## src/hw/rtl/kclp_pkg.sv

```systemverilog
// Package: shared types, reset values and event codes of the key click detector
`default_nettype none

package kclp_pkg;

    // Register indexes on the configuration port
    localparam logic [1:0] REG_LONG_PRESS = 2'd0;
    localparam logic [1:0] REG_MIN_PRESS  = 2'd1;
    localparam logic [1:0] REG_CLICK_GAP  = 2'd2;

    // Reset values of the configuration registers
    localparam logic [15:0] LONG_PRESS_RST = 16'd1000;
    localparam logic [15:0] MIN_PRESS_RST  = 16'd20;
    localparam logic [15:0] CLICK_GAP_RST  = 16'd300;

    // Event codes
    localparam logic [2:0] EV_NONE = 3'd0;
    localparam logic [2:0] EV_LONG = 3'd4;

    // Pending click count saturates here; above the last reportable count
    localparam logic [2:0] COUNT_MAX    = 3'd4;
    localparam logic [2:0] COUNT_REPORT = 3'd3;

    typedef struct packed {
        logic [15:0] long_press_ticks;
        logic [15:0] min_press_ticks;
        logic [15:0] click_gap_ticks;
    } cfg_t;

    typedef struct packed {
        logic        pressed;
        logic        wait_release;
        logic [31:0] press_start_tick;
        logic [31:0] last_release_tick;
        logic [2:0]  click_count;
    } state_t;

endpackage

`default_nettype wire

```

## src/hw/rtl/kclp_if.sv

```systemverilog
// Interfaces: scan input channel and key event output channel
`default_nettype none

interface kclp_scan_if;
    logic        valid;
    logic        ready;
    logic        key_down;
    logic [31:0] now_tick;

    modport source (output valid, output key_down, output now_tick, input ready);
    modport sink   (input valid, input key_down, input now_tick, output ready);
endinterface

interface kclp_event_if;
    logic       valid;
    logic       ready;
    logic [2:0] key_event;

    modport source (output valid, output key_event, input ready);
    modport sink   (input valid, input key_event, output ready);
endinterface

`default_nettype wire

```

## src/hw/rtl/key_click_long_press_detector.sv

```systemverilog
// Key click and long press detector: one scan beat in, one event beat out, every cycle
// while the event sink is ready. Each scan beat (key level plus 32-bit tick) produces
// exactly one event beat: 0 none, 1/2/3 clicks, 4 long press. A beat is taken into an
// input register, evaluated by the single-pass update logic against the key state once
// the output register is free or draining, and the event lands in that output register.
// Throughput is one beat per cycle while the sink is ready, set by the input-to-output
// register pair with ready chained back from the event sink. The user must write
// thresholds through the configuration port only while no beat is in flight; the block
// itself does not enforce it. There is no read-back.
`default_nettype none

module key_click_long_press_detector
    import kclp_pkg::*;
(
    input  wire logic        clk,
    input  wire logic        rst_n,
    kclp_scan_if.sink        scan,
    kclp_event_if.source     events,
    input  wire logic        cfg_wr_en,
    input  wire logic [1:0]  cfg_index,
    input  wire logic [15:0] cfg_data
);

    cfg_t        cfg;
    state_t      state_reg;
    state_t      state_next;
    logic [2:0]  step_event;

    logic        in_vld_reg;
    logic        in_key_reg;
    logic [31:0] in_tick_reg;
    logic        out_vld_reg;
    logic [2:0]  out_event_reg;

    logic        advance;
    logic        take;

    kclp_cfg_regs u_cfg (
        .clk       (clk),
        .rst_n     (rst_n),
        .cfg_wr_en (cfg_wr_en),
        .cfg_index (cfg_index),
        .cfg_data  (cfg_data),
        .cfg       (cfg)
    );

    kclp_step u_step (
        .cfg       (cfg),
        .cur       (state_reg),
        .key_down  (in_key_reg),
        .now_tick  (in_tick_reg),
        .nxt       (state_next),
        .key_event (step_event)
    );

    // Handshake: the held scan moves on when the output slot is free or draining
    assign advance     = in_vld_reg && (!out_vld_reg || events.ready);
    assign scan.ready  = !in_vld_reg || advance;
    assign take        = scan.valid && scan.ready;

    // Input register
    always_ff @(posedge clk or negedge rst_n)
    begin
        if (!rst_n)
        begin
            in_vld_reg <= 1'b0;
        end
        else if (take)
        begin
            in_vld_reg <= 1'b1;
        end
        else if (advance)
        begin
            in_vld_reg <= 1'b0;
        end
    end

    always_ff @(posedge clk)
    begin
        if (take)
        begin
            in_key_reg  <= scan.key_down;
            in_tick_reg <= scan.now_tick;
        end
    end

    // Key state, updated once per evaluated scan
    always_ff @(posedge clk or negedge rst_n)
    begin
        if (!rst_n)
        begin
            state_reg <= '0;
        end
        else if (advance)
        begin
            state_reg <= state_next;
        end
    end

    // Output register
    always_ff @(posedge clk or negedge rst_n)
    begin
        if (!rst_n)
        begin
            out_vld_reg <= 1'b0;
        end
        else if (advance)
        begin
            out_vld_reg <= 1'b1;
        end
        else if (events.ready)
        begin
            out_vld_reg <= 1'b0;
        end
    end

    always_ff @(posedge clk)
    begin
        if (advance)
        begin
            out_event_reg <= step_event;
        end
    end

    assign events.valid     = out_vld_reg;
    assign events.key_event = out_event_reg;

`ifndef SYNTHESIS
    // A long press is only latched while the key is held
    a_wait_needs_press: assert property (@(posedge clk) disable iff (!rst_n)
        state_reg.wait_release |-> state_reg.pressed)
        else $error("wait_release set without a press in progress");

    // Pending clicks never pass saturation
    a_count_sat: assert property (@(posedge clk) disable iff (!rst_n)
        state_reg.click_count <= COUNT_MAX)
        else $error("click count above saturation");

    // Only defined event codes leave the block
    a_event_code: assert property (@(posedge clk) disable iff (!rst_n)
        out_vld_reg |-> out_event_reg <= EV_LONG)
        else $error("undefined event code on output");

    // An evaluated key-up scan always ends the press
    a_release_clears: assert property (@(posedge clk) disable iff (!rst_n)
        advance && !in_key_reg |=> !state_reg.pressed && !state_reg.wait_release)
        else $error("press still open after key-up scan");
`endif

endmodule

`default_nettype wire

```

## src/hw/rtl/kclp_cfg_regs.sv

```systemverilog
// Configuration register file: three 16-bit threshold registers
`default_nettype none

module kclp_cfg_regs
    import kclp_pkg::*;
(
    input  wire logic        clk,
    input  wire logic        rst_n,
    input  wire logic        cfg_wr_en,
    input  wire logic [1:0]  cfg_index,
    input  wire logic [15:0] cfg_data,
    output cfg_t             cfg
);

    cfg_t cfg_reg;
    cfg_t cfg_next;

    // Decode the write; unknown indexes leave everything untouched
    always_comb
    begin
        cfg_next = cfg_reg;
        if (cfg_wr_en)
        begin
            unique case (cfg_index)
                REG_LONG_PRESS: cfg_next.long_press_ticks = cfg_data;
                REG_MIN_PRESS:  cfg_next.min_press_ticks  = cfg_data;
                REG_CLICK_GAP:  cfg_next.click_gap_ticks  = cfg_data;
                default:        cfg_next = cfg_reg;
            endcase
        end
    end

    always_ff @(posedge clk or negedge rst_n)
    begin
        if (!rst_n)
        begin
            cfg_reg.long_press_ticks <= LONG_PRESS_RST;
            cfg_reg.min_press_ticks  <= MIN_PRESS_RST;
            cfg_reg.click_gap_ticks  <= CLICK_GAP_RST;
        end
        else
        begin
            cfg_reg <= cfg_next;
        end
    end

    assign cfg = cfg_reg;

endmodule

`default_nettype wire

```

## src/hw/rtl/kclp_step.sv

```systemverilog
// Per-scan update: next key state and the event this scan reports
`default_nettype none

module kclp_step
    import kclp_pkg::*;
(
    input  wire cfg_t         cfg,
    input  wire state_t       cur,
    input  wire logic         key_down,
    input  wire logic [31:0]  now_tick,
    output state_t            nxt,
    output logic [2:0]        key_event
);

    state_t      mid;
    logic [2:0]  press_event;
    logic [31:0] held;
    logic [31:0] gap;
    logic        held_long;
    logic        held_short;

    // Hold time of the current press, wrapping
    assign held       = now_tick - cur.press_start_tick;
    assign held_long  = held > {16'd0, cfg.long_press_ticks};
    assign held_short = held <= {16'd0, cfg.min_press_ticks};

    // Press / release tracking
    always_comb
    begin
        mid         = cur;
        press_event = EV_NONE;
        if (key_down)
        begin
            if (!cur.pressed)
            begin
                mid.press_start_tick = now_tick;
                mid.pressed          = 1'b1;
            end
            else if (!cur.wait_release && held_long)
            begin
                press_event      = EV_LONG;
                mid.wait_release = 1'b1;
            end
        end
        else if (cur.pressed)
        begin
            // Count a release only inside the click window
            if (!held_long && !held_short)
            begin
                if (cur.click_count < COUNT_MAX)
                begin
                    mid.click_count = cur.click_count + 3'd1;
                end
                mid.last_release_tick = now_tick;
            end
            mid.pressed      = 1'b0;
            mid.wait_release = 1'b0;
        end
    end

    // Quiet time since the last counted release, after this scan's update
    assign gap = now_tick - mid.last_release_tick;

    // Click report; a reportable count overrides a long press
    always_comb
    begin
        nxt       = mid;
        key_event = press_event;
        if (mid.click_count != 3'd0 && gap > {16'd0, cfg.click_gap_ticks})
        begin
            if (mid.click_count <= COUNT_REPORT)
            begin
                key_event = mid.click_count;
            end
            nxt.click_count = 3'd0;
        end
    end

endmodule

`default_nettype wire
```

## src/flat_wrapper.sv

```systemverilog
// flat-port wrapper written by rule: the top's interface ports become plain ports
module key_click_long_press_detector_flat import kclp_pkg::*;
  (clk, rst_n, cfg_wr_en, cfg_index, cfg_data, scan_valid, scan_key_down, scan_now_tick, scan_ready, events_valid, events_key_event, events_ready);
  kclp_scan_if scan_i ();
  kclp_event_if events_i ();
  input  wire logic clk;
  input  wire logic rst_n;
  input  wire logic cfg_wr_en;
  input  wire logic [1:0] cfg_index;
  input  wire logic [15:0] cfg_data;
  input wire logic [$bits(scan_i.valid)-1:0] scan_valid;
  input wire logic [$bits(scan_i.key_down)-1:0] scan_key_down;
  input wire logic [$bits(scan_i.now_tick)-1:0] scan_now_tick;
  output wire logic [$bits(scan_i.ready)-1:0] scan_ready;
  output wire logic [$bits(events_i.valid)-1:0] events_valid;
  output wire logic [$bits(events_i.key_event)-1:0] events_key_event;
  input wire logic [$bits(events_i.ready)-1:0] events_ready;
  assign scan_i.valid = scan_valid;
  assign scan_i.key_down = scan_key_down;
  assign scan_i.now_tick = scan_now_tick;
  assign scan_ready = scan_i.ready;
  assign events_valid = events_i.valid;
  assign events_key_event = events_i.key_event;
  assign events_i.ready = events_ready;
  key_click_long_press_detector u_core (.clk(clk), .rst_n(rst_n), .scan(scan_i), .events(events_i), .cfg_wr_en(cfg_wr_en), .cfg_index(cfg_index), .cfg_data(cfg_data));
endmodule
```

## config.mk

```make
export PLATFORM = sky130hd
export DESIGN_NAME = key_click_long_press_detector_flat
export DESIGN_NICKNAME = d
export VERILOG_FILES = /design/src/hw/rtl/kclp_pkg.sv /design/src/hw/rtl/kclp_if.sv /design/src/hw/rtl/key_click_long_press_detector.sv /design/src/hw/rtl/kclp_cfg_regs.sv /design/src/hw/rtl/kclp_step.sv /design/src/flat_wrapper.sv
export SDC_FILE = /design/constraint.sdc
export NUM_CORES = 1
export LEC_CHECK = 0
export BUFFER_PORTS_ARGS = -buffer_cell sky130_fd_sc_hd__buf_2
export CELL_PAD_IN_SITES_DETAIL_PLACEMENT = 0
export CELL_PAD_IN_SITES_GLOBAL_PLACEMENT = 1
export CORE_ASPECT_RATIO = 0.5
export CORE_MARGIN = 2
export CORE_UTILIZATION = 35
export CTS_CLUSTER_SIZE = 10
export DETAILED_ROUTE_END_ITERATION = 10
export PLACE_DENSITY_LB_ADDON = 0.1
export REMOVE_ABC_BUFFERS = 1
export SETUP_SLACK_MARGIN = 0.15
export SYNTH_ARGS = -nofsm -noshare
export SYNTH_HDL_FRONTEND = slang
export SYNTH_SLANG_ARGS = --single-unit
```

## constraint.sdc

```tcl
create_clock -name clk -period 26.4 [get_ports clk]
set_input_delay 5.28 -clock clk [delete_from_list [all_inputs] [get_ports clk]]
set_output_delay 5.28 -clock clk [all_outputs]
set_load 0.05 [all_outputs]
```

==> Word-level counts from Yosys, hierarchy flattened <==
Index checks and enable logic that the tools add are counted.
{ "word_totals": {"mem_bits_rw": 0, "output_inout_bits": 5, "romBits": 0, "register_bits": 155, "elab_cells": 64, "input_bits": 56, "latch_bits": 0, "n_memories": 0} }
{ "classes": {"eq_ne": 3, "n_mux": 18, "order_cmp": 5, "shifts": 0, "n_reduce_logical": 21, "mul": 0, "bitwise": 1, "div": 0, "n_addsub": 3} }
{ "op_table": {"columns": ["operator", "count"], "rows": [
  ["$mux 35", 3],
  ["$gt 32x16->1", 2],
  ["$sub 32x32->32", 2],
  ["$le 32x16->1", 1],
  ["$mux 3", 7],
  ["$mux 1", 7],
  ["$reduce_and 2->1", 3],
  ["$reduce_and 3->1", 2],
  ["$logic_and 1x1->1", 5],
  ["$logic_not 1->1", 5],
  ["$reduce_bool 2->1", 2],
  ["$add 3x1->3 const B", 1],
  ["$le 3x2->1 const B", 1],
  ["$lt 3x3->1 const B", 1],
  ["$reduce_bool 3->1", 1],
  ["$eq 2x1->1 const B", 1],
  ["$eq 2x2->1 const B", 1],
  ["$logic_not 2->1", 1],
  ["$logic_or 1x1->1", 2],
  ["$mux 2", 1],
  ["$ne 2x2->1 const B", 1],
  ["$not 1->1", 1]
]} }

==> Logic depth before layout (Yosys ltp) <==
Gate-level depths: netlist of the first run.
{ "logic_depth": {"ltp_word": 11, "ltp_mapped": 43, "depth_no_buf": 42} }

==> Hierarchy <==
A second synthesis of the first run with hierarchy kept.
{ "unflattened": {"hier_cells": 1272, "area_unflattened_um2": 12114.1} }
{ "modules_own_cells": {"columns": ["mod", "area_each_um2", "instances", "cells_each", "seq_area_each_um2"], "rows": [
  ["kclp_step", 6515.0, 1, 980, 0.0],
  ["key_click_long_press_detector", 3768.6, 1, 190, 2857.7],
  ["kclp_cfg_regs", 1830.5, 1, 102, 1216.2]
]} }

==> Worst setup path before layout of the first run <==
No wires, ideal clock.
{ "synth_timing": {"path_kind": "input-to-output", "startpoint": "input port events_ready", "endpoint": "output port scan_ready", "t_arrival_ns": 5.763, "n_path_buf": 0, "t_required_ns": 21.120, "cell_stages": 1, "path_slack_ns": 15.357, "cell_sequence": "nand3b_1"} }
{ "synth_via": {"elab_chain_len": 3} }
{ "synth_rtl": {"columns": ["item", "line", "source"], "rows": [
  ["start: declaration", "flat_wrapper.sv:17", "input wire logic [$bits(events_i.ready)-1:0] events_ready;"],
  ["$logic_or 1x1->1", "key_click_long_press_detector.sv:57", "assign advance = in_vld_reg && (!out_vld_reg || events.ready);"],
  ["$logic_and 1x1->1", "key_click_long_press_detector.sv:57", null],
  ["$logic_or 1x1->1", "key_click_long_press_detector.sv:58", "assign scan.ready = !in_vld_reg || advance;"],
  ["end: declaration", "flat_wrapper.sv:14", "output wire logic [$bits(scan_i.ready)-1:0] scan_ready;"]
]} }
Every way passes these cells.

==> Final worst setup path of the first run <==
Same ends and word-level chain as after synthesis.

==> results of run 1 <==
[layout by cell type, fill, tap and decap left out, types with 6 or more instances in the layout]
cell / n
ha_1: 113
dfrtp_1: 107
nand2_1: 106
inv_1: 99
o21ai_0: 82
a21oi_1: 78
mux2_2: 66
buf_2: 59
nor2_1: 54
mux2i_1: 37
edfxtp_1: 36
xnor2_1: 25
nand3_1: 25
nand4_1: 22
a21o_1: 20
clkbuf_16: 19
nor3_1: 14
nand2b_1: 12
xor2_1: 12
dfstp_2: 12
a211oi_1: 11
o21a_1: 11
and3_1: 11
o21ai_1: 11
o21bai_1: 10
a31oi_1: 10
nor2b_1: 9
o211ai_1: 9
or3_1: 9
o2111ai_1: 6
nand3b_1: 6
buf_4: 6
[cell families after synthesis]
kind of cell             Yosys count  synth area share
buffers and inverters            140            0.0527
adder cells (fa/ha/maj)          115             0.130
flip-flops                       155             0.365
AO/OA/AOI/OAI                    303             0.177
multiplexers                     106             0.103
AND/OR/NAND/NOR                  310             0.142
XOR/XNOR                          37            0.0290
[worst register-to-register path: cells and delay by family (launching register included)]
kind                     cells  cell delay [ns]
AND/OR/NAND/NOR             15             3.80
flip-flops                   1             0.47
buffers and inverters        1             0.45
XOR/XNOR                     2             0.28
adder cells (fa/ha/maj)      4             1.37
AO/OA/AOI/OAI               17             3.56
[metrics by stage]
| step | setup slack (ns) | hold slack, ns | instance area, um^2 | total power, W | std cells |
|---|---|---|---|---|---|
| floorplan | 15.36 | 0.450 | 11000 | 0.000626 | 1126 |
| detailed placement | 15.34 | 0.470 | 11900 | 0.000745 | 1623 |
| finish | 15.34 | 0.480 | 12500 | 0.000999 | 1656 |
| global placement | 15.34 | 0.463 | 11900 | 0.000739 | 1623 |
| CTS | 15.34 | 0.484 | 12500 | 0.00101 | 1655 |
| global route | 15.30 | 0.508 | 12500 | 0.00108 | 1655 |
[cell type report]
| cell class | count | area [um^2] |
|---|---|---|
| Tap cell | 432 | 541 |
| Clock inverter | 7 | 73.8 |
| Timing Repair Buffer | 65 | 340 |
| Clock buffer | 25 | 528 |
| Antenna cell | 1 | 2.50 |
| Inverter | 100 | 375 |
| Fill cell | 3219 | 19100 |
| Multi-Input combinational cell | 871 | 6520 |
| Sequential cell | 155 | 4070 |
[worst paths after layout]
path | from | to | slack (ns) | cells past startpoint
setup / recovery | events_ready | scan_ready | 15.34 | 3
hold reg to reg | u_core.state_reg[32] | u_core.state_reg[32] | 0.48 | 2
min in group asynchronous | rst_n | u_core.events.valid | 4.86 | 1
setup reg to reg | u_core.in_tick_reg[1] | u_core.events.key_event[0] | 16.22 | 39
max in group asynchronous | rst_n | u_core.state_reg[51] | 20.10 | 2
hold / removal | u_core.state_reg[32] | u_core.state_reg[32] | 0.48 | 2
[power groups by stage]
stage	Combinational, W	Sequential [W]	Clock (W)
2_1_floorplan	0.000324	0.000303	0
3_3_place_gp	0.000433	0.000307	0
3_5_place_dp	0.000437	0.000308	0
4_1_cts	0.000440	0.000303	0.000265
5_1_grt	0.000495	0.000307	0.000276
6_report	0.000439	0.000303	0.000257
[routing by layer]
metal,up-vias,GRT usage
li1,4335,-
met1,4086,0.269
met2,143,0.266
met3,23,0.0326
met4,0,0.0475
met5,-,0
==> impl_metrics.py, run 1 <==
metrics = {
    "floorplanning": {
        "coreArea_um2": 31500,
        "rows": 46,
        "top_level_ports": 61,
        "die_x_um": 257,
        "die-area_um2": 33400,
        "start_util": 0.354,
        "die_h_um": 130,
    },
    "power_and_ir_drop": {
        "combPwrFrac": 0.440,
        "p_int_w": 0.000612,
        "p_per_area_nw_per_um2": 80.2,
        "vdd_drop_max_v": 0.0000502,
        "switching_share": 0.387,
        "p_leak_nw": 5.59,
        "pwr-share-clk": 0.257,
        "pwr-share-seq": 0.303,
        "p_switching_w": 0.000387,
    },
    "cts": {
        "cts_tree": "done",
        "cts_buffer_depth": 2,
        "cts_buffers": 17,
        "postCtsSetupRepairBufs": 0,
        "clockRootBuffer": "clkbuf_16",
        "cts.clk_slew.worst_paths_ns": 0.06,
        "cts.sinks": 155,
        "ctsResizeCount": 0,
        "hold_buffers": 0,
        "cts_max_level": 4,
        "clkLatencyLatePin_ns": 0.45,
    },
    "synth": {
        "synth-async-reset-ratio": 0.768,
        "syn_area_um2": 11200,
        "yosysSeqAreaShare": 0.365,
        "synth_top_flop_cell": "dfrtp_1",
        "synth_warnings": 0,
        "yosysUniqueCellTypes": 94,
        "synthMostInstantiatedCell": "ha_1",
        "synthTopCellsByArea": "dfrtp_1, ha_1, edfxtp_1",
        "synth_edf_count": 36,
        "synthCells": 1166,
        "synth.top_cell.area_share": 0.240,
        "synthTopCellsByCount": "ha_1, dfrtp_1, nand2_1, inv_1, o21ai_0",
        "postSynthAreaPerCell_um2": 9.58,
        "synth_seq_cells": 155,
        "yosys.area.top_type": "dfrtp_1",
    },
    "critical_path": {
        "path_buf_inv": 2,
        "start_kind": "primary input",
        "critPathRequiredTime_ns": 21.12,
        "worstPathCellList": "buf_2 -> nand3b_1 -> buf_2",
        "end_kind": "output pin",
        "critPathMaxFanout": 3,
        "critPathTopFamily": "buffers and inverters",
        "critical-path-max-stage-delay_ns": 0.23,
        "cp_common_cell": "buf_2",
        "crit_type": "primary input to output pin",
        "crit_slowest_cell": "buf_2",
        "arrival_ns": 5.78,
    },
    "layout": {
        "drive_gt1_frac": 0.168,
        "layout.nets": 1381,
        "final_util": 0.395,
        "largest_reg_flops": 69,
        "area_growth_pct": 11.6,
    },
    "sta": {
        "rsz0062_at_grt": "false",
        "min_period_ns": 11.06,
        "tightest_slew_ns": 1.24,
        "hold_viol_final": 0,
        "setup_tns_ns": 0,
        "clock-skew-final_ns": 0.00776,
        "fmax_mhz": 90.4,
        "min_period_over_period": 0.419,
        "slew_violations": 0,
        "slew_headroom": 0.165,
        "setup_viol": 0,
    },
    "routing": {
        "drt_iter0_drc": 549,
        "dr.max_layer_used": "met4",
        "met1Wirelength_um": 15500,
        "route.detailed.drc": 0,
        "vias": 8587,
        "wl_met2_um": 12000,
        "detail-route-antenna-nets": 0,
        "route.met3.wl_um": 1010,
        "drt-pass1-iter-count": 7,
        "routed_wl_um": 28800,
        "wl_per_cell_um": 17.4,
        "via_per_inst": 5.19,
    },
    "hold_path": {
        "hold_path_class": "register to register",
    },
    "flow_run": {
        "cap_violations": 0,
    },
    "outcome": {
        "status": "completed",
    },
    "global_routing": {
        "grt_pass1_vias": 8361,
        "grt_max_degree": 75,
        "grt_use_total": 0.180,
        "antenna_found_initial": 1,
        "gr-total-overflow": 0,
        "grt_pass1_wl_um": 46400,
    },
    "placement": {
        "portBuffers": 60,
        "gp_congestion": 0.822,
        "place_hpwl_um": 22400,
    },
}
Power figures use the tool's default switching activity.
==> inputs of run 2 (changes only) <==
--- a/config.mk
+++ b/config.mk
@@ -5,6 +5,7 @@
 export SDC_FILE = /design/constraint.sdc
 export NUM_CORES = 1
 export LEC_CHECK = 0
+export ABC_AREA = 1
 export BUFFER_PORTS_ARGS = -buffer_cell sky130_fd_sc_hd__buf_2
 export CELL_PAD_IN_SITES_DETAIL_PLACEMENT = 0
 export CELL_PAD_IN_SITES_GLOBAL_PLACEMENT = 1
==> constraint.sdc (replaced) <==
create_clock -name clk -period 9.75 [get_ports clk]
set_input_delay 1.95 -clock clk [delete_from_list [all_inputs] [get_ports clk]]
set_output_delay 1.95 -clock clk [all_outputs]
set_load 0.05 [all_outputs]
==> impl_metrics.py, run 2 <==
metrics = {
    "critical_path": {
        "start_kind": "register",
        "end_kind": "register",
        "critPathRequiredTime_ns": 9.96,
        "cp_common_cell": "nand2_1",
        "critPathMaxFanout": 36,
        "rrSetupSlack_ns": 1.08,
        "critPathTopFamily": "simple AND/OR/NAND/NOR gates",
        "arrival_ns": 8.87,
        "rr_endpoint": "u_core.events.key_event[2]",
        "crit_type": "register to register",
        "crit_end": "u_core.events.key_event[2]",
        "r2r_start": "u_core.in_tick_reg[1]",
        "path_buf_inv": 3,
        "critical-path-max-stage-delay_ns": 0.51,
        "crit_slowest_cell": "nand3_4",
        "r2r_cells": 44,
        "cp.depth": 44,
        "cp-startpoint": "u_core.in_tick_reg[1]",
    },
    "routing": {
        "detail-route-antenna-nets": 0,
        "route.detailed.drc": 0,
        "wl_per_cell_um": 17.5,
        "drt_iter0_drc": 860,
        "drt-pass1-iter-count": 6,
        "via_per_inst": 4.93,
        "vias": 10600,
        "routed_wl_um": 37700,
    },
    "floorplanning": {
        "rows": 47,
        "die_h_um": 133,
        "die_x_um": 261,
        "coreArea_um2": 32800,
        "top_level_ports": 61,
        "start_util": 0.353,
        "die-area_um2": 34600,
    },
    "sta": {
        "rsz0062_at_grt": "false",
        "tightest_slew_ns": 1.16,
        "min_period_ns": 8.67,
        "setup_viol": 0,
        "fmax_mhz": 115,
        "slew_violations": 0,
        "clock-skew-final_ns": 0.0192,
        "setup_tns_ns": 0,
        "min_period_over_period": 0.889,
        "hold_viol_final": 0,
        "slew_headroom": 0.222,
    },
    "layout": {
        "layout_commonest_cell": "nand2_1",
        "finalInstanceArea_um2": 12900,
        "final_cell_mix": "nand2_1, inv_1, nor2_1, o21ai_0",
        "antenna_cells": 0,
        "area_growth_pct": 11.8,
        "final_cells": 2155,
        "layout.nets": 1872,
        "drive_gt1_frac": 0.0782,
        "largest_reg_flops": 69,
    },
    "synth": {
        "synth_warnings": 0,
        "synth-async-reset-ratio": 0.768,
        "synth_edf_count": 36,
        "synthCells": 1645,
        "synth_top_flop_cell": "dfrtp_1",
        "yosysSeqAreaShare": 0.352,
        "synth.top_cell.area_share": 0.231,
        "synthMostInstantiatedCell": "nand2_1",
        "synth_seq_cells": 155,
        "synthTopCellsByArea": "dfrtp_1, nand2_1, ha_1",
        "yosys.area.top_type": "dfrtp_1",
        "yosysUniqueCellTypes": 44,
        "syn_area_um2": 11600,
        "synthTopCellsByCount": "nand2_1, inv_1, nor2_1, o21ai_0, a21oi_1",
        "postSynthAreaPerCell_um2": 7.04,
    },
    "placement": {
        "dp.cells": 2122,
        "placed_cell_area_um2": 12300,
        "gp_congestion": 0.906,
        "portBuffers": 60,
        "place_hpwl_um": 29900,
    },
    "power_and_ir_drop": {
        "p_leak_nw": 6.71,
        "pwr-share-seq": 0.266,
        "p_per_area_nw_per_um2": 249,
        "combPwrFrac": 0.518,
        "p_switching_w": 0.00149,
        "pwr-share-clk": 0.216,
        "switching_share": 0.463,
        "vdd_drop_max_v": 0.000118,
        "p_int_w": 0.00173,
    },
    "cts": {
        "postCtsSetupRepairBufs": 0,
        "clkLatencyLatePin_ns": 0.45,
        "cts.sinks": 155,
        "clockRootBuffer": "clkbuf_16",
        "cts_tree": "done",
        "ctsResizeCount": 0,
        "cts_buffers": 17,
        "cts.clk_slew.worst_paths_ns": 0.07,
        "cts_buffer_depth": 2,
        "cts_max_level": 4,
        "hold_buffers": 0,
    },
    "global_routing": {
        "grt_pass1_vias": 9895,
        "grt_pass1_wl_um": 57600,
        "grt_use_total": 0.220,
        "antenna_found_initial": 0,
        "gr-total-overflow": 0,
        "grt_max_degree": 72,
    },
    "flow_run": {
        "cap_violations": 0,
    },
    "hold_path": {
        "holdPathStages": 2,
        "hold_path_class": "register to register",
    },
    "outcome": {
        "status": "completed",
    },
}
-- run 2: cell types whose count changed in the layout (fill, tap and decap cells not counted), sizes merged, moves of 43 or more --
cell	change
nand2	+367
inv	+202
nor2	+81
mux2	-69
o21ai	+54
nand3	+43
-- run 2: area by class of cell --
| class | count | area (um^2) |
|---|---|---|
| Timing Repair Buffer | 65 | 340 |
| Sequential cell | 155 | 4070 |
| Clock buffer | 18 | 429 |
| Tap cell | 441 | 552 |
| Clock inverter | 14 | 160 |
| Inverter | 300 | 1130 |
| Fill cell | 3503 | 19900 |
| Multi-Input combinational cell | 1162 | 6260 |
-- run 2: stage by stage --
stage	power, W	util	setup slack (ns)	hold slack, ns
floorplan	0.00201	-	3.28	0.449
global placement	0.00251	0.376	1.29	0.467
detailed placement	0.00252	0.376	1.07	0.469
CTS	0.00323	0.394	1.00	0.486
global route	0.00352	0.394	0.259	0.507
finish	0.00322	0.394	1.08	0.484
-- run 2: cells by family after synthesis --
logic type,synth area share
buffers and inverters,0.109
DFF,0.352
AOI/OAI and AO/OA,0.135
xor gates and xnor gates,0.0257
adders and majority gates,0.126
and+or+nand+nor,0.253
-- run 2: metal layers --
layer	routed length, um	up-vias	global-route usage
li1	-	5374	-
met1	19600	4963	0.330
met2	15300	262	0.320
met3	2380	20	0.0538
met4	400	0	0.0401
met5	0	-	0
-- run 2: worst register-to-register path: cells and delay by family, from the launching register on --
kind	cells	cell delay, ns
adder cells (fa/ha/maj)	5	1.78
XOR/XNOR	2	0.58
AO/OA/AOI/OAI	4	1.16
buffers and inverters	3	0.40
AND/OR/NAND/NOR	30	4.02
flip-flops	1	0.48
-- run 2: worst min path at each step --
stage / end / startpoint / slack, ns
detailed placement: u_core.state_reg[3] / u_core.state_reg[3] / 0.47
CTS: u_core.state_reg[3] / u_core.state_reg[3] / 0.49
floorplan: u_core.state_reg[3] / u_core.state_reg[3] / 0.45
global placement: u_core.u_cfg.cfg[23] / u_core.u_cfg.cfg[23] / 0.47
finish: u_core.state_reg[3] / u_core.state_reg[3] / 0.48
global route: u_core.state_reg[45] / u_core.state_reg[45] / 0.51
-- run 2: power groups by stage --
stage                     clock, W  combinational (W)  sequential [W]
after global routing      0.000739            0.00190        0.000871
after floorplan                  0            0.00115        0.000853
after global placement           0            0.00164        0.000864
after CTS                 0.000711            0.00166        0.000857
after detailed placement         0            0.00165        0.000867
final                     0.000695            0.00167        0.000857
==> inputs of run 3 (changes only) <==
--- a/config.mk
+++ b/config.mk
@@ -11,7 +11,7 @@
 export CELL_PAD_IN_SITES_GLOBAL_PLACEMENT = 1
 export CORE_ASPECT_RATIO = 0.5
 export CORE_MARGIN = 2
-export CORE_UTILIZATION = 35
+export CORE_UTILIZATION = 38
 export CTS_CLUSTER_SIZE = 10
 export DETAILED_ROUTE_END_ITERATION = 10
 export PLACE_DENSITY_LB_ADDON = 0.1
==> impl_metrics.py, run 3 (synthesis results as in run 2) <==
metrics = {
    "power_and_ir_drop": {
        "p_per_area_nw_per_um2": 248,
        "vdd_drop_max_v": 0.000114,
        "p_leak_nw": 6.71,
    },
    "routing": {
        "via_per_inst": 4.97,
        "route.detailed.drc": 0,
        "vias": 10500,
        "wl_per_cell_um": 17.3,
        "drt-pass1-iter-count": 5,
        "detail-route-antenna-nets": 0,
        "routed_wl_um": 36500,
        "drt_iter0_drc": 800,
    },
    "layout": {
        "finalInstanceArea_um2": 12900,
        "drive_gt1_frac": 0.0771,
        "area_growth_pct": 11.2,
        "antenna_cells": 0,
        "layout.nets": 1870,
        "largest_reg_flops": 69,
        "final_cell_mix": "nand2_1, inv_1, nor2_1, o21ai_0, a21oi_1",
        "layout_commonest_cell": "nand2_1",
        "final_util": 0.427,
    },
    "outcome": {
        "status": "completed",
    },
    "placement": {
        "placed_cell_area_um2": 12300,
        "portBuffers": 60,
        "gp_congestion": 0.939,
        "place_ws_ns": 1.25,
        "place_hpwl_um": 29200,
    },
    "critical_path": {
        "rr_endpoint": "u_core.events.key_event[0]",
        "critPathMaxFanout": 71,
        "r2r_start": "u_core.in_tick_reg[1]",
        "arrival_ns": 8.76,
        "r2r_cells": 44,
        "rrSetupSlack_ns": 1.20,
        "crit_slowest_cell": "nand3_4",
        "crit_type": "register to register",
        "end_kind": "register",
        "crit_end": "u_core.events.key_event[0]",
        "cp-startpoint": "u_core.in_tick_reg[1]",
        "cp_common_cell": "nand2_1",
        "critPathRequiredTime_ns": 9.96,
        "critical-path-max-stage-delay_ns": 0.61,
        "start_kind": "register",
    },
    "cts": {
        "clkLatencyLatePin_ns": 0.46,
        "hold_buffers": 0,
        "cts_max_level": 4,
        "cts_buffer_depth": 2,
        "cts.clk_slew.worst_paths_ns": 0.07,
        "cts_tree": "done",
        "postCtsSetupRepairBufs": 0,
        "cts_buffers": 17,
        "ctsResizeCount": 0,
        "cts.sinks": 155,
        "clockRootBuffer": "clkbuf_16",
    },
    "global_routing": {
        "gr-total-overflow": 0,
        "antenna_found_initial": 0,
        "grt_max_degree": 72,
        "grt_use_total": 0.237,
        "grt_pass1_wl_um": 57200,
        "grt_pass1_vias": 10100,
    },
    "sta": {
        "setup_tns_ns": 0,
        "min_period_over_period": 0.877,
        "clock-skew-final_ns": 0.00999,
        "hold_viol_final": 0,
        "slew_violations": 0,
        "rsz0062_at_grt": "false",
        "min_period_ns": 8.55,
        "tightest_slew_ns": 1.08,
        "fmax_mhz": 117,
        "slew_headroom": 0.277,
        "setup_viol": 0,
        "fin_ws_ns": 1.20,
    },
    "floorplanning": {
        "die-area_um2": 32000,
        "coreArea_um2": 30100,
        "die_h_um": 127,
        "top_level_ports": 61,
        "start_util": 0.384,
        "rows": 45,
        "die_x_um": 251,
    },
    "hold_path": {
        "hold_path_class": "register to register",
    },
    "flow_run": {
        "cap_violations": 0,
    },
}
## run 3: how the worst min path moves through the flow
stage,start,endpoint,slack (ns),cells after the start
floorplan,u_core.state_reg[3],u_core.state_reg[3],0.45,2
global placement,u_core.u_cfg.cfg[23],u_core.u_cfg.cfg[23],0.47,2
detailed placement,u_core.state_reg[47],u_core.state_reg[47],0.47,2
CTS,u_core.state_reg[47],u_core.state_reg[47],0.49,2
global route,u_core.state_reg[58],u_core.state_reg[58],0.51,2
finish,u_core.state_reg[62],u_core.state_reg[62],0.49,2
## run 3: stage by stage
stage	total power, W	instances	hold slack, ns
after floorplan	0.00201	1616	0.449
after detailed placement	0.00252	2079	0.474
after CTS	0.00321	2111	0.491
after global placement	0.00251	2079	0.467
after global routing	0.00351	2111	0.511
final	0.00320	2111	0.489
## run 3: area by class of cell
cell class                      count  area (um^2)
Tap cell                          399          499
Fill cell                        3152        17300
Sequential cell                   155         4070
Inverter                          300         1130
Timing Repair Buffer               64          333
Clock inverter                     13          123
Multi-Input combinational cell   1161         6250
Clock buffer                       19          464
## run 3: metal layers
layer	up-vias	wire, um	global-route usage
met4	0	497	0.0571
met2	234	14700	0.344
met3	33	2320	0.0660
li1	5348	-	-
met1	4871	19000	0.346
met5	-	0	0
## run 3: critical path, delay by kind of cell, from the launching register on
| kind | cells | cell delay, ns |
|---|---|---|
| AO/OA/AOI/OAI | 5 | 1.20 |
| flip-flops | 1 | 0.49 |
| XOR/XNOR | 2 | 0.64 |
| AND/OR/NAND/NOR | 29 | 3.81 |
| adder cells (fa/ha/maj) | 5 | 1.75 |
| buffers and inverters | 3 | 0.37 |
## run 3: report_power, final
group / switching (W) / internal (W) / total, W
Clock: 0.000322 / 0.000359 / 0.000681
Sequential: 0.0000703 / 0.000785 / 0.000855
Combinational: 0.00110 / 0.000560 / 0.00166
Total: 0.00149 / 0.00170 / 0.00320
